[config.mk]
export PLATFORM = sky130hd
export DESIGN_NAME = sbus_frame_decoder
export DESIGN_NICKNAME = d
export VERILOG_FILES = /design/src/rtl/core/sbfd_pkg.sv /design/src/rtl/core/sbfd_front.sv /design/src/rtl/core/sbfd_queue.sv /design/src/rtl/core/sbfd_back.sv /design/src/rtl/core/sbus_frame_decoder.sv
export SDC_FILE = /design/constraint.sdc
export NUM_CORES = 1
export LEC_CHECK = 0
export ABC_AREA = 1
export BUFFER_PORTS_ARGS = -buffer_cell sky130_fd_sc_hd__buf_4
export CORE_ASPECT_RATIO = 1.1
export CORE_MARGIN = 1
export CORE_UTILIZATION = 37
export DETAILED_ROUTE_END_ITERATION = 8
export PLACE_DENSITY = 0.54
export SETUP_SLACK_MARGIN = 0.3
export SYNTH_ARGS = -nofsm -noshare
export SYNTH_HDL_FRONTEND = slang
export SYNTH_SLANG_ARGS = --single-unit
export TNS_END_PERCENT = 30
[constraint.sdc]
create_clock -name clk -period 9.35 [get_ports clk]
set_input_delay 1.87 -clock clk [delete_from_list [all_inputs] [get_ports clk]]
set_output_delay 1.87 -clock clk [all_outputs]
set_load 0.01 [all_outputs]
[src/rtl/core/sbfd_pkg.sv]
// Package for the frame decoder: register indexes, reset values, widths,
// and the structs passed between the front end, the run queue and the back end.
// No dependencies.
package sbfd_pkg;

  localparam int NumCh      = 10;
  localparam int NumAnalog  = 6;
  localparam int ChW        = 11;
  localparam int ValW       = 12;
  localparam int SlotW      = 4;
  localparam int PosW       = 5;
  localparam int AccW       = 19;
  localparam int CntW       = 5;
  localparam int IdxW       = 4;
  localparam int CfgIdxW    = 3;
  localparam int CfgDataW   = 11;
  localparam int QDepth     = 2;
  localparam int QPtrW      = $clog2(QDepth);
  localparam int QCntW      = $clog2(QDepth + 1);

  localparam logic [PosW-1:0]  PosHeader  = 5'd0;
  localparam logic [PosW-1:0]  PosLastCh  = 5'd14;
  localparam logic [PosW-1:0]  PosStatus  = 5'd23;
  localparam logic [PosW-1:0]  PosFooter  = 5'd24;
  localparam logic [PosW-1:0]  PosParked  = 5'd25;
  localparam logic [CntW-1:0]  BitsPerByte = 5'd8;
  localparam logic [CntW-1:0]  BitsPerCh   = 5'd11;
  localparam logic [SlotW-1:0] LastSlot    = SlotW'(NumCh - 1);
  localparam logic [SlotW-1:0] FirstSwitch = SlotW'(NumAnalog);

  localparam logic [7:0]     HeaderRst    = 8'd15;
  localparam logic [7:0]     FooterRst    = 8'd0;
  localparam logic [ChW-1:0] OffsetRst    = 11'd1024;
  localparam logic [ChW-1:0] ThresholdRst = 11'd400;
  localparam logic [7:0]     ReloadRst    = 8'hFA;
  localparam logic [7:0]     LostMaskRst  = 8'd4;
  localparam logic [7:0]     FsMaskRst    = 8'd8;
  localparam logic [7:0]     OnlineRst    = 8'hFA;

  typedef enum logic [CfgIdxW-1:0] {
    CFG_HEADER    = 3'd0,
    CFG_FOOTER    = 3'd1,
    CFG_OFFSET    = 3'd2,
    CFG_THRESHOLD = 3'd3,
    CFG_RELOAD    = 3'd4,
    CFG_LOST_MASK = 3'd5,
    CFG_FS_MASK   = 3'd6
  } cfg_idx_t;

  typedef struct packed {
    logic [7:0]     header_value;
    logic [7:0]     footer_value;
    logic [ChW-1:0] center_offset;
    logic [ChW-1:0] switch_threshold;
    logic [7:0]     timeout_reload;
    logic [7:0]     lost_mask;
    logic [7:0]     failsafe_mask;
  } cfg_t;

  // one pending run of results
  typedef struct packed {
    logic [NumCh-1:0][ChW-1:0] chans;
    logic                      frame_drop;
    logic                      failsafe;
    logic                      lost;
  } run_t;

  typedef struct packed {
    logic empty;
    logic full;
  } q_status_t;

endpackage

[src/rtl/core/sbfd_front.sv]
// Front end: accepts bytes and ticks, checks framing, unpacks channels,
// runs the online counter and pushes finished runs into the queue.
// Depends on sbfd_pkg.
module sbfd_front (
  input  logic                clk,
  input  logic                rst,
  input  logic                accept,
  input  logic                action,
  input  logic [7:0]          data_byte,
  input  logic                frame_start,
  input  sbfd_pkg::cfg_t      cfg,
  output logic                push,
  output sbfd_pkg::run_t      push_data
);
  import sbfd_pkg::*;

  logic [PosW-1:0]    pos;
  logic               header_ok;
  logic [AccW-1:0]    acc;
  logic [CntW-1:0]    cnt;
  logic [IdxW-1:0]    ch_idx;
  logic [ChW-1:0]     chans [NumCh];
  logic [7:0]         status_byte;
  logic [7:0]         online_count;

  logic [PosW-1:0]    p;
  logic [AccW-1:0]    acc_sum;
  logic [CntW-1:0]    cnt_sum;
  logic               frame_ok;
  logic               tick_out;
  logic               byte_in;

  assign byte_in  = accept && !action;
  assign p        = frame_start ? PosHeader : pos;
  assign acc_sum  = acc | (AccW'(data_byte) << cnt);
  assign cnt_sum  = cnt + BitsPerByte;
  assign frame_ok = byte_in && (p == PosFooter) && header_ok &&
                    (data_byte == cfg.footer_value);
  assign tick_out = accept && action && (online_count == '0);
  assign push     = frame_ok || tick_out;

  always_comb begin
    for (int k = 0; k < NumCh; k++) begin
      push_data.chans[k] = chans[k];
    end
    push_data.lost       = tick_out;
    push_data.frame_drop = !tick_out && ((status_byte & cfg.lost_mask) != '0);
    push_data.failsafe   = !tick_out && ((status_byte & cfg.failsafe_mask) != '0);
  end

  always_ff @(posedge clk) begin
    if (rst) begin
      pos          <= PosParked;
      header_ok    <= 1'b0;
      acc          <= '0;
      cnt          <= '0;
      ch_idx       <= '0;
      online_count <= OnlineRst;
    end else begin
      if (accept && action && online_count != '0) begin
        online_count <= online_count - 8'd1;
      end
      if (byte_in) begin
        if (frame_start) begin
          acc    <= '0;
          cnt    <= '0;
          ch_idx <= '0;
        end
        if (p == PosHeader) begin
          header_ok <= (data_byte == cfg.header_value);
          pos       <= p + PosW'(1);
        end else if (p <= PosLastCh) begin
          if (cnt_sum >= BitsPerCh) begin
            acc    <= acc_sum >> ChW;
            cnt    <= cnt_sum - BitsPerCh;
            ch_idx <= ch_idx + IdxW'(1);
          end else begin
            acc <= acc_sum;
            cnt <= cnt_sum;
          end
          pos <= p + PosW'(1);
        end else if (p == PosFooter) begin
          pos <= PosParked;
          if (frame_ok) begin
            online_count <= cfg.timeout_reload;
          end
        end else if (p < PosParked) begin
          pos <= p + PosW'(1);
        end
      end
    end
  end

  always_ff @(posedge clk) begin
    if (byte_in && p != PosHeader && p <= PosLastCh && cnt_sum >= BitsPerCh &&
        ch_idx < IdxW'(NumCh)) begin
      chans[ch_idx] <= acc_sum[ChW-1:0];
    end
    if (byte_in && p == PosStatus) begin
      status_byte <= data_byte;
    end
  end

endmodule

[src/rtl/core/sbfd_queue.sv]
// Short run queue between front end and back end.
// Depends on sbfd_pkg.
module sbfd_queue (
  input  logic                 clk,
  input  logic                 rst,
  input  logic                 push,
  input  sbfd_pkg::run_t       push_data,
  input  logic                 pop,
  output sbfd_pkg::run_t       head,
  output sbfd_pkg::q_status_t  stat
);
  import sbfd_pkg::*;

  run_t             mem [QDepth];
  logic [QPtrW-1:0] wr_ptr;
  logic [QPtrW-1:0] rd_ptr;
  logic [QCntW-1:0] count;

  assign head       = mem[rd_ptr];
  assign stat.empty = (count == '0);
  assign stat.full  = (count == QCntW'(QDepth));

  always_ff @(posedge clk) begin
    if (rst) begin
      wr_ptr <= '0;
      rd_ptr <= '0;
      count  <= '0;
    end else begin
      if (push) begin
        wr_ptr <= (wr_ptr == QPtrW'(QDepth - 1)) ? '0 : wr_ptr + QPtrW'(1);
      end
      if (pop) begin
        rd_ptr <= (rd_ptr == QPtrW'(QDepth - 1)) ? '0 : rd_ptr + QPtrW'(1);
      end
      if (push && !pop) begin
        count <= count + QCntW'(1);
      end else if (pop && !push) begin
        count <= count - QCntW'(1);
      end
    end
  end

  always_ff @(posedge clk) begin
    if (push) begin
      mem[wr_ptr] <= push_data;
    end
  end

endmodule

[src/rtl/core/sbfd_back.sv]
// Back end: walks the head run slot by slot, centres and classifies channels,
// and drives the registered result channel.
// Depends on sbfd_pkg.
module sbfd_back (
  input  logic                       clk,
  input  logic                       rst,
  input  sbfd_pkg::run_t             head,
  input  logic                       empty,
  input  sbfd_pkg::cfg_t             cfg,
  output logic                       pop,
  output logic                       out_valid,
  input  logic                       out_ready,
  output logic [sbfd_pkg::SlotW-1:0] slot,
  output logic signed [sbfd_pkg::ValW-1:0] value,
  output logic                       frame_drop,
  output logic                       failsafe,
  output logic                       link_lost,
  output logic                       last
);
  import sbfd_pkg::*;

  logic [SlotW-1:0]       slot_cnt;
  logic                   load;
  logic                   fire;
  logic signed [ValW-1:0] centred;
  logic signed [ValW-1:0] thr;
  logic signed [ValW-1:0] val_next;

  assign load    = !out_valid || out_ready;
  assign fire    = load && !empty;
  assign pop     = fire && (slot_cnt == LastSlot);
  assign centred = $signed({1'b0, head.chans[slot_cnt]}) -
                   $signed({1'b0, cfg.center_offset});
  assign thr     = $signed({1'b0, cfg.switch_threshold});

  always_comb begin
    if (head.lost) begin
      val_next = '0;
    end else if (slot_cnt < FirstSwitch) begin
      val_next = centred;
    end else if (centred > thr) begin
      val_next = ValW'(1);
    end else if (centred < -thr) begin
      val_next = '1;
    end else begin
      val_next = '0;
    end
  end

  always_ff @(posedge clk) begin
    if (rst) begin
      slot_cnt  <= '0;
      out_valid <= 1'b0;
    end else if (fire) begin
      out_valid <= 1'b1;
      slot_cnt  <= (slot_cnt == LastSlot) ? '0 : slot_cnt + SlotW'(1);
    end else if (load) begin
      out_valid <= 1'b0;
    end
  end

  always_ff @(posedge clk) begin
    if (fire) begin
      slot       <= slot_cnt;
      value      <= val_next;
      frame_drop <= head.frame_drop;
      failsafe   <= head.failsafe;
      link_lost  <= head.lost;
      last       <= (slot_cnt == LastSlot);
    end
  end

endmodule

[src/rtl/core/sbus_frame_decoder.sv]
// SBUS frame decoder top level: configuration registers, front end,
// run queue and back end. Depends on sbfd_pkg, sbfd_front, sbfd_queue, sbfd_back.
//
// Input channel (in_valid/in_ready): one transfer per received byte
// (action = 0, frame_start marks byte 0) or per monitor tick (action = 1).
// One item is taken every cycle while the run queue has room; in_ready
// drops while the queue holds two runs, the one going out counting until its last slot fires.
// Output channel (out_valid/out_ready): a run of ten results, slots 0..9,
// last set on slot 9. A good footer byte or a tick at timeout queues a run;
// its first result can be taken once the run has passed the queue and then the output register, and
// the run then goes out one result per cycle while out_ready is high, paced by the back end.
// A receiver stall holds the output register and the back end; the front
// end keeps taking bytes until the queue fills.
// Configuration (cfg_valid/cfg_ready): cfg_ready is always high; write
// only while the block is idle. Index 7 is ignored.
// Reset (rst, synchronous): registers return to their defaults, the decoder
// parks until a frame start, the online counter reloads to 250, queue empties.
module sbus_frame_decoder (
  input  logic                              clk,
  input  logic                              rst,
  input  logic                              in_valid,
  output logic                              in_ready,
  input  logic                              action,
  input  logic [7:0]                        data_byte,
  input  logic                              frame_start,
  output logic                              out_valid,
  input  logic                              out_ready,
  output logic [sbfd_pkg::SlotW-1:0]        slot,
  output logic signed [sbfd_pkg::ValW-1:0]  value,
  output logic                              frame_drop,
  output logic                              failsafe,
  output logic                              link_lost,
  output logic                              last,
  input  logic                              cfg_valid,
  output logic                              cfg_ready,
  input  logic [sbfd_pkg::CfgIdxW-1:0]      cfg_index,
  input  logic [sbfd_pkg::CfgDataW-1:0]     cfg_data
);
  import sbfd_pkg::*;

  cfg_t      cfg;
  run_t      push_data;
  run_t      head;
  q_status_t q_stat;
  logic      push;
  logic      pop;
  logic      in_xfer;

  assign cfg_ready = 1'b1;
  assign in_ready  = !q_stat.full;
  assign in_xfer   = in_valid && in_ready;

  always_ff @(posedge clk) begin
    if (rst) begin
      cfg.header_value     <= HeaderRst;
      cfg.footer_value     <= FooterRst;
      cfg.center_offset    <= OffsetRst;
      cfg.switch_threshold <= ThresholdRst;
      cfg.timeout_reload   <= ReloadRst;
      cfg.lost_mask        <= LostMaskRst;
      cfg.failsafe_mask    <= FsMaskRst;
    end else if (cfg_valid && cfg_ready) begin
      unique case (cfg_index)
        CFG_HEADER:    cfg.header_value     <= cfg_data[7:0];
        CFG_FOOTER:    cfg.footer_value     <= cfg_data[7:0];
        CFG_OFFSET:    cfg.center_offset    <= cfg_data[ChW-1:0];
        CFG_THRESHOLD: cfg.switch_threshold <= cfg_data[ChW-1:0];
        CFG_RELOAD:    cfg.timeout_reload   <= cfg_data[7:0];
        CFG_LOST_MASK: cfg.lost_mask        <= cfg_data[7:0];
        CFG_FS_MASK:   cfg.failsafe_mask    <= cfg_data[7:0];
        default: ;
      endcase
    end
  end

  sbfd_front u_front (
    .clk         (clk),
    .rst         (rst),
    .accept      (in_xfer),
    .action      (action),
    .data_byte   (data_byte),
    .frame_start (frame_start),
    .cfg         (cfg),
    .push        (push),
    .push_data   (push_data)
  );

  sbfd_queue u_queue (
    .clk       (clk),
    .rst       (rst),
    .push      (push),
    .push_data (push_data),
    .pop       (pop),
    .head      (head),
    .stat      (q_stat)
  );

  sbfd_back u_back (
    .clk        (clk),
    .rst        (rst),
    .head       (head),
    .empty      (q_stat.empty),
    .cfg        (cfg),
    .pop        (pop),
    .out_valid  (out_valid),
    .out_ready  (out_ready),
    .slot       (slot),
    .value      (value),
    .frame_drop (frame_drop),
    .failsafe   (failsafe),
    .link_lost  (link_lost),
    .last       (last)
  );

`ifndef SYNTHESIS
  a_run_continues: assert property (@(posedge clk) disable iff (rst)
    out_valid && out_ready && !last |=> out_valid && slot == $past(slot) + SlotW'(1))
    else $error("run broken between slots");

  a_lost_zeroed: assert property (@(posedge clk) disable iff (rst)
    out_valid && link_lost |-> value == '0 && !frame_drop && !failsafe)
    else $error("link-lost result not zeroed");

  a_last_slot: assert property (@(posedge clk) disable iff (rst)
    out_valid |-> (last == (slot == LastSlot)))
    else $error("last flag out of step with slot");
`endif

endmodule
Yosys cells after proc, flatten, opt, wreduce, memory -nomap -nowiden --
Memory sizes are Yosys's and may differ from the RTL's. A register that Yosys moved wholly into a read port is not among the register bits. Index checks and enable logic that the tools add are counted. Widths: inputs -> output; s select.
Storage, ports and cells: memories 2, output and inout bits 23, word-level logic and storage cells 152, register bits 141, RAM bits 336
Operators by class: mux-type cells 41, reductions and logical operators 48, order comparisons 8, bitwise operators 3, add/subtract/negate cells 12, eq/ne operators 12, shifts and indexed selects 1
Memories:
- u_queue.mem | depth 2, width 113, read ports 1, clocked after memory_dff 1, write ports 1, RTL line sbfd_queue.sv:14 | run_t mem [QDepth];
- u_front.chans | depth 10, width 11, read ports 10, clocked after memory_dff 0, write ports 1, RTL line sbfd_front.sv:22 | logic [ChW-1:0] chans [NumCh];
Operator list (number):
- $mux 19 | 4
- $mux 8 | 6
- $mux 5 | 9
- $bmux 11 s4 | 1
- $mux 12 | 3
- $reduce_bool 8->1 | 3
- $mux 4 | 5
- $logic_and 1x1->1 | 19
- $or 19x19->19 | 1
- $shl 8x5->19 | 1
- $reduce_and 2->1 | 9
- $and 8x8->8 | 2
- $eq 8x8->1 | 2
- $gt 12x12->1 | 1
- $lt 12x12->1 | 1
- $neg 11->12 | 1
- $sub 11x11->12 | 1
- $mux 11 | 1
- $eq 5x5->1 const B | 2
- $mux 1 | 10
- $eq 3x3->1 const B | 3
- $add 4x1->4 const B | 2
- $logic_not 8->1 | 1
- $sub 8x1->8 const B | 1
- 25 further kinds | 36

Logic depth before layout (Yosys ltp) --
word-level depth 12, depth in mapped cells 31

Modules after synthesis --
A second synthesis with hierarchy kept.
Second synthesis, totals: cells, all modules 1879, area total of the unflattened synthesis 21271.7 sq um
By module, submodules not included:
- sbfd_queue | cells each 385, sequential area each 6886.6 sq um, times used 1, area each 8673.3 sq um
- sbfd_front | cells each 684, sequential area each 4384.2 sq um, times used 1, area each 6994.2 sq um
- sbfd_back | cells each 458, sequential area each 700.7 sq um, times used 1, area each 3148.0 sq um
- sbus_frame_decoder | cells each 352, sequential area each 1241.2 sq um, times used 1, area each 2456.1 sq um

Worst setup path before layout --
Ideal clock, no wire load.
kind input to register, from input frame_start, to memory u_queue.mem[0][0] (netlist bit), enable pin, stages on the path 12, arrival 7.925 ns, path buffers 1, setup slack 0.838 ns, data required time 8.763 ns, library setup time 0.587 ns, cells stage by stage buf_2 -> nor2_1 -> inv_1 -> ha_1 -> inv_1 -> nor2_2 -> nand2_1 -> nor3_1 -> nand4_2 -> nand2_2 -> inv_1 -> nor2_1
On the way: cells in the longest elaborated chain, start to end 8
RTL lines:
- start: declaration | RTL line sbus_frame_decoder.sv:25 | input logic frame_start,
- $mux 5 | RTL line sbfd_front.sv:34 | assign p = frame_start ? PosHeader : pos;
- $eq 5x5->1 | RTL line sbfd_front.sv:37 | assign frame_ok = byte_in && (p == PosFooter) && header_ok &&
- $logic_and 1x1->1 (3 in a row) | RTL line sbfd_front.sv:37
- $logic_or 1x1->1 | RTL line sbfd_front.sv:40 | assign push = frame_ok || tick_out;
- $mux 1 | RTL line sbfd_queue.sv:44 | if (push) begin
- $mux 1 (implied by the code) | RTL line sbfd_queue.sv:45 | mem[wr_ptr] <= push_data;
- end: declaration | RTL line sbfd_queue.sv:14
No other way between the ends.

Worst setup path after layout --
from register u_back.slot_cnt[1], to register u_back.value[11] (netlist bit) (data pin)
On the way: cells in the longest elaborated chain, start to end 7, elaborated cells between the ends (all ways) 9, classes of those cells 1 x add/sub; 3 x order compare; 5 x mux
RTL lines:
- start: declaration | RTL line sbfd_back.sv:22 | logic [SlotW-1:0] slot_cnt;
- start signal: assignment | RTL line sbfd_back.sv:56 | slot_cnt <= (slot_cnt == LastSlot) ? '0 : slot_cnt + SlotW'(1);
- $bmux 11 s4 | RTL line sbfd_back.sv:32 | assign centred = $signed({1'b0, head.chans[slot_cnt]}) -
- $mux 11 (implied by the code) | RTL line sbfd_back.sv:32
- $sub 11x11->12 | RTL line sbfd_back.sv:32
- $lt 12x12->1 | RTL line sbfd_back.sv:43 | end else if (centred < -thr) begin
- $mux 12 | RTL line sbfd_back.sv:43
- $mux 12 | RTL line sbfd_back.sv:41 | end else if (centred > thr) begin
- $mux 12 * | RTL line sbfd_back.sv:39 | end else if (slot_cnt < FirstSwitch) begin
- end signal: assignment | RTL line sbfd_back.sv:65 | value <= val_next;
- end: declaration | RTL line sbfd_back.sv:14 | output logic signed [sbfd_pkg::ValW-1:0] value,
Every way passes the cells marked *; elsewhere a longest branch is shown, timed or not. The select of a mux whose other input is x is not followed. A chain may end at the register's enable or synchronous reset.

==> flow_summary.json <==
{
  "portBuffers": 50,
  "maxSlewHeadroom_pct": 12.8,
  "worst-r2r-cell-count": 26,
  "cp_data_arrival_time_ns": 6.47,
  "yosys_warnings": 0,
  "dr.pass1.iters": 6,
  "cp_num_buf_inv": 2,
  "met3_length_um": 2220,
  "dr_wl_met2_um": 24500,
  "cts_hold_buf": 0,
  "synth_commonest_cells": "edfxtp_1, nor2_1, nand2_1",
  "cp.depth": 26,
  "grt_max_degree": 65,
  "wl_per_cell_um": 19.0,
  "synth.most_common_cell": "edfxtp_1",
  "cts_buffers": 51,
  "drv_slew": 0,
  "rsz0062_at_grt": "false",
  "gp_congestion": 0.910,
  "crit_end": "u_back.value[11]$_SDFFCE_PP0P_",
  "drt-met1-wl_um": 22700,
  "fmax_mhz": 165,
  "crit_fanout": 22,
  "cts-root-buf": "clkbuf_16",
  "pwr-share-comb_pct": 4.6,
  "rr_startpoint": "u_back.slot_cnt[1]$_SDFFE_PP0P_",
  "cp_slowest_cell": "dfxtp_1",
  "io-pin-count": 52,
  "synthesis.area_um2": 20100,
  "dpl.hpwl_um": 33400,
  "drc": 0,
  "crit_top_cell": "nand2_1",
  "cpPeakStageDelay_ns": 0.93,
  "initial_core_util_pct": 37.4,
  "cellPowerDensity_nw_per_um2": 192,
  "p_int_mw": 3.43,
  "startpoint": "u_back.slot_cnt[1]$_SDFFE_PP0P_",
  "antenna_left": 0,
  "row_count": 89,
  "synth_top_flop_cell": "edfxtp_1",
  "cap_violations": 0,
  "reg2reg_to": "u_back.value[11]$_SDFFCE_PP0P_",
  "fin_worst_skew_ns": 0.0198,
  "drtIter0Drc": 1044,
  "antenna_found_initial": 0,
  "grt_pass1_wl_um": 77900,
  "routed_wl_um": 50900,
  "cts_tree": "yes",
  "clockPowerShare_pct": 43.0,
  "die_area_um2": 55200,
  "ys_seq_area_share_pct": 65.8,
  "setup_tns_ns": 0,
  "clk_path_buf_depth": 3,
  "yosys.cell_types.count": 54,
  "cp-end-kind": "register",
  "multi_input_area_um2": 6040,
  "clkLatencyLatePin_ns": 0.59,
  "nFillCells": 5214,
  "diodes": 0,
  "synth_top_area_share_pct": 54.4,
  "cts_setup_buffers": 0,
  "synth_cells": 1849,
  "critPathKind": "register to register",
  "outcome": "finished clean",
  "tightest_slew_ns": 1.30,
  "setup.worst_path.start_class": "register",
  "hold_class": "register to register",
  "yosysTopAreaCell": "edfxtp_1",
  "routed.top_layer": "met4",
  "nNetsFinal": 1982,
  "p_leak_nw": 8.30,
  "synth_edf_count": 364,
  "cts-resized-gates": 0,
  "grtUsageTotal_pct": 18.6,
  "grt-ovfl-total": 0,
  "cts.sinks": 478,
  "layout-drive-gt1-share_pct": 11.3,
  "p_sw_share_pct": 21.9,
  "synthArstFlopShare_pct": 0,
  "syn2layout_area_growth_pct": 14.1,
  "total_power_mw": 4.39,
  "timing.final.hold_violations": 0,
  "synth_nets": 1922,
  "clkTransAtPathRegs_ns": 0.06,
  "fin_crit_sh_pct": 64.7,
  "fin_util_pct": 42.7,
  "die_h_um": 246,
  "seqPwrFrac_pct": 52.4,
  "die_width_um": 224,
  "vdd_drop_max_mv": 0.176,
  "min_period_ns": 6.05,
  "setup_viol": 0,
  "core-area_um2": 53700,
  "r2r_setup_slack_ns": 3.30,
  "synthTopCellsByArea": "edfxtp_1, dfxtp_1, o21ai_0",
  "hold_ws_ns": 0.425,
  "grt_pass1_vias": 13400,
  "worstPathRequired_ns": 9.77,
  "synth-seq-cells": 478,
  "critical-path-top-delay-family": "compound AO/OA/AOI/OAI gates",
  "register_area_um2": 13200,
  "vias": 13500,
  "p_switching_mw": 0.964,
  "cts_htree_levels": 2,
  "syn_area_per_cell_um2": 10.9,
  "vias_per_cell": 5.03
}
-- per-layer routing --
layer	global-route usage [%]	vias to the layer above
li1	-	6578
met2	31.3	306
met4	6.70	0
met1	24.3	6508
met3	2.72	85
met5	0	-
-- how the worst min path moves through the flow --
stage	from	endpoint	slack, ns	depth (start not counted)
floorplan	u_back.slot_cnt[1]$_SDFFE_PP0P_	u_back.slot[1]$_DFFE_PP_	0.40	0
global placement	u_front.chans[8][5]$_DFFE_PP_	u_queue.mem[1][96]$_DFFE_PP_	0.42	0
detailed placement	u_front.chans[0][2]$_DFFE_PP_	u_queue.mem[1][5]$_DFFE_PP_	0.43	0
CTS	u_front.chans[4][4]$_DFFE_PP_	u_queue.mem[0][51]$_DFFE_PP_	0.43	0
global route	u_front.chans[5][4]$_DFFE_PP_	u_queue.mem[1][62]$_DFFE_PP_	0.44	0
finish	u_front.chans[4][4]$_DFFE_PP_	u_queue.mem[0][51]$_DFFE_PP_	0.42	0
-- power by group through the flow --
stage / logic (mW) / registers (mW) / clock network [mW]
after global routing: 0.228 / 2.30 / 2.01
after global placement: 0.199 / 2.34 / 0
final: 0.203 / 2.30 / 1.89
after CTS: 0.204 / 2.30 / 1.93
after floorplan: 0.127 / 2.34 / 0
after detailed placement: 0.202 / 2.34 / 0
-- final cells by class --
type / count / share of cell area, %
tap: 728 / 3.97
clock buffer: 74 / 6.17
timing repair buffer: 77 / 2.52
inverter: 167 / 2.74
clock inverter: 20 / 0.595
multi-input combinational: 1134 / 26.3
sequential: 478 / 57.6
-- state kept, by name, indices dropped and copies added, names as in the netlist, 8 cells and up, named ones only --
name,count
cfg,62
u_back.value,12
u_front.acc,19
u_front.chans,110
u_front.online_count,8
u_front.status_byte,8
u_queue.mem,226
-- placed cells by master, fill, tap and decap left out, types with 12 or more instances in the layout --
cell type,synthesis,layout
a21oi_1,99,98
buf_4,2,77
clkbuf_1,56,20
clkbuf_16,0,53
dfxtp_1,114,113
edfxtp_1,364,364
ha_1,43,43
inv_1,154,152
inv_2,11,12
nand2_1,224,224
nand3_1,28,28
nor2_1,268,267
nor3_1,46,36
o21ai_0,221,217
o22ai_1,25,25
xor2_1,23,23
-- cell families after synthesis --
group | Yosys count | synth area share, %
AND/OR/NAND/NOR | 623 | 13.2
buffers and inverters | 237 | 4.59
adder cells (fa/ha/maj) | 44 | 2.78
flip-flops | 478 | 65.8
AO/OA/AOI/OAI | 432 | 12.2
multiplexers | 1 | 0.0498
XOR/XNOR | 33 | 1.44
other | 1 | 0.0187
-- per-stage QoR --
step,worst slack [ns],area [um^2],instances
floorplan,0.838,20100,1849
CTS,3.40,22900,2678
finish,3.30,22900,2678
global route,2.86,22900,2678
global placement,3.59,21400,2584
detailed placement,3.41,21400,2584
Note: power is estimated with default switching activity, not from simulation.
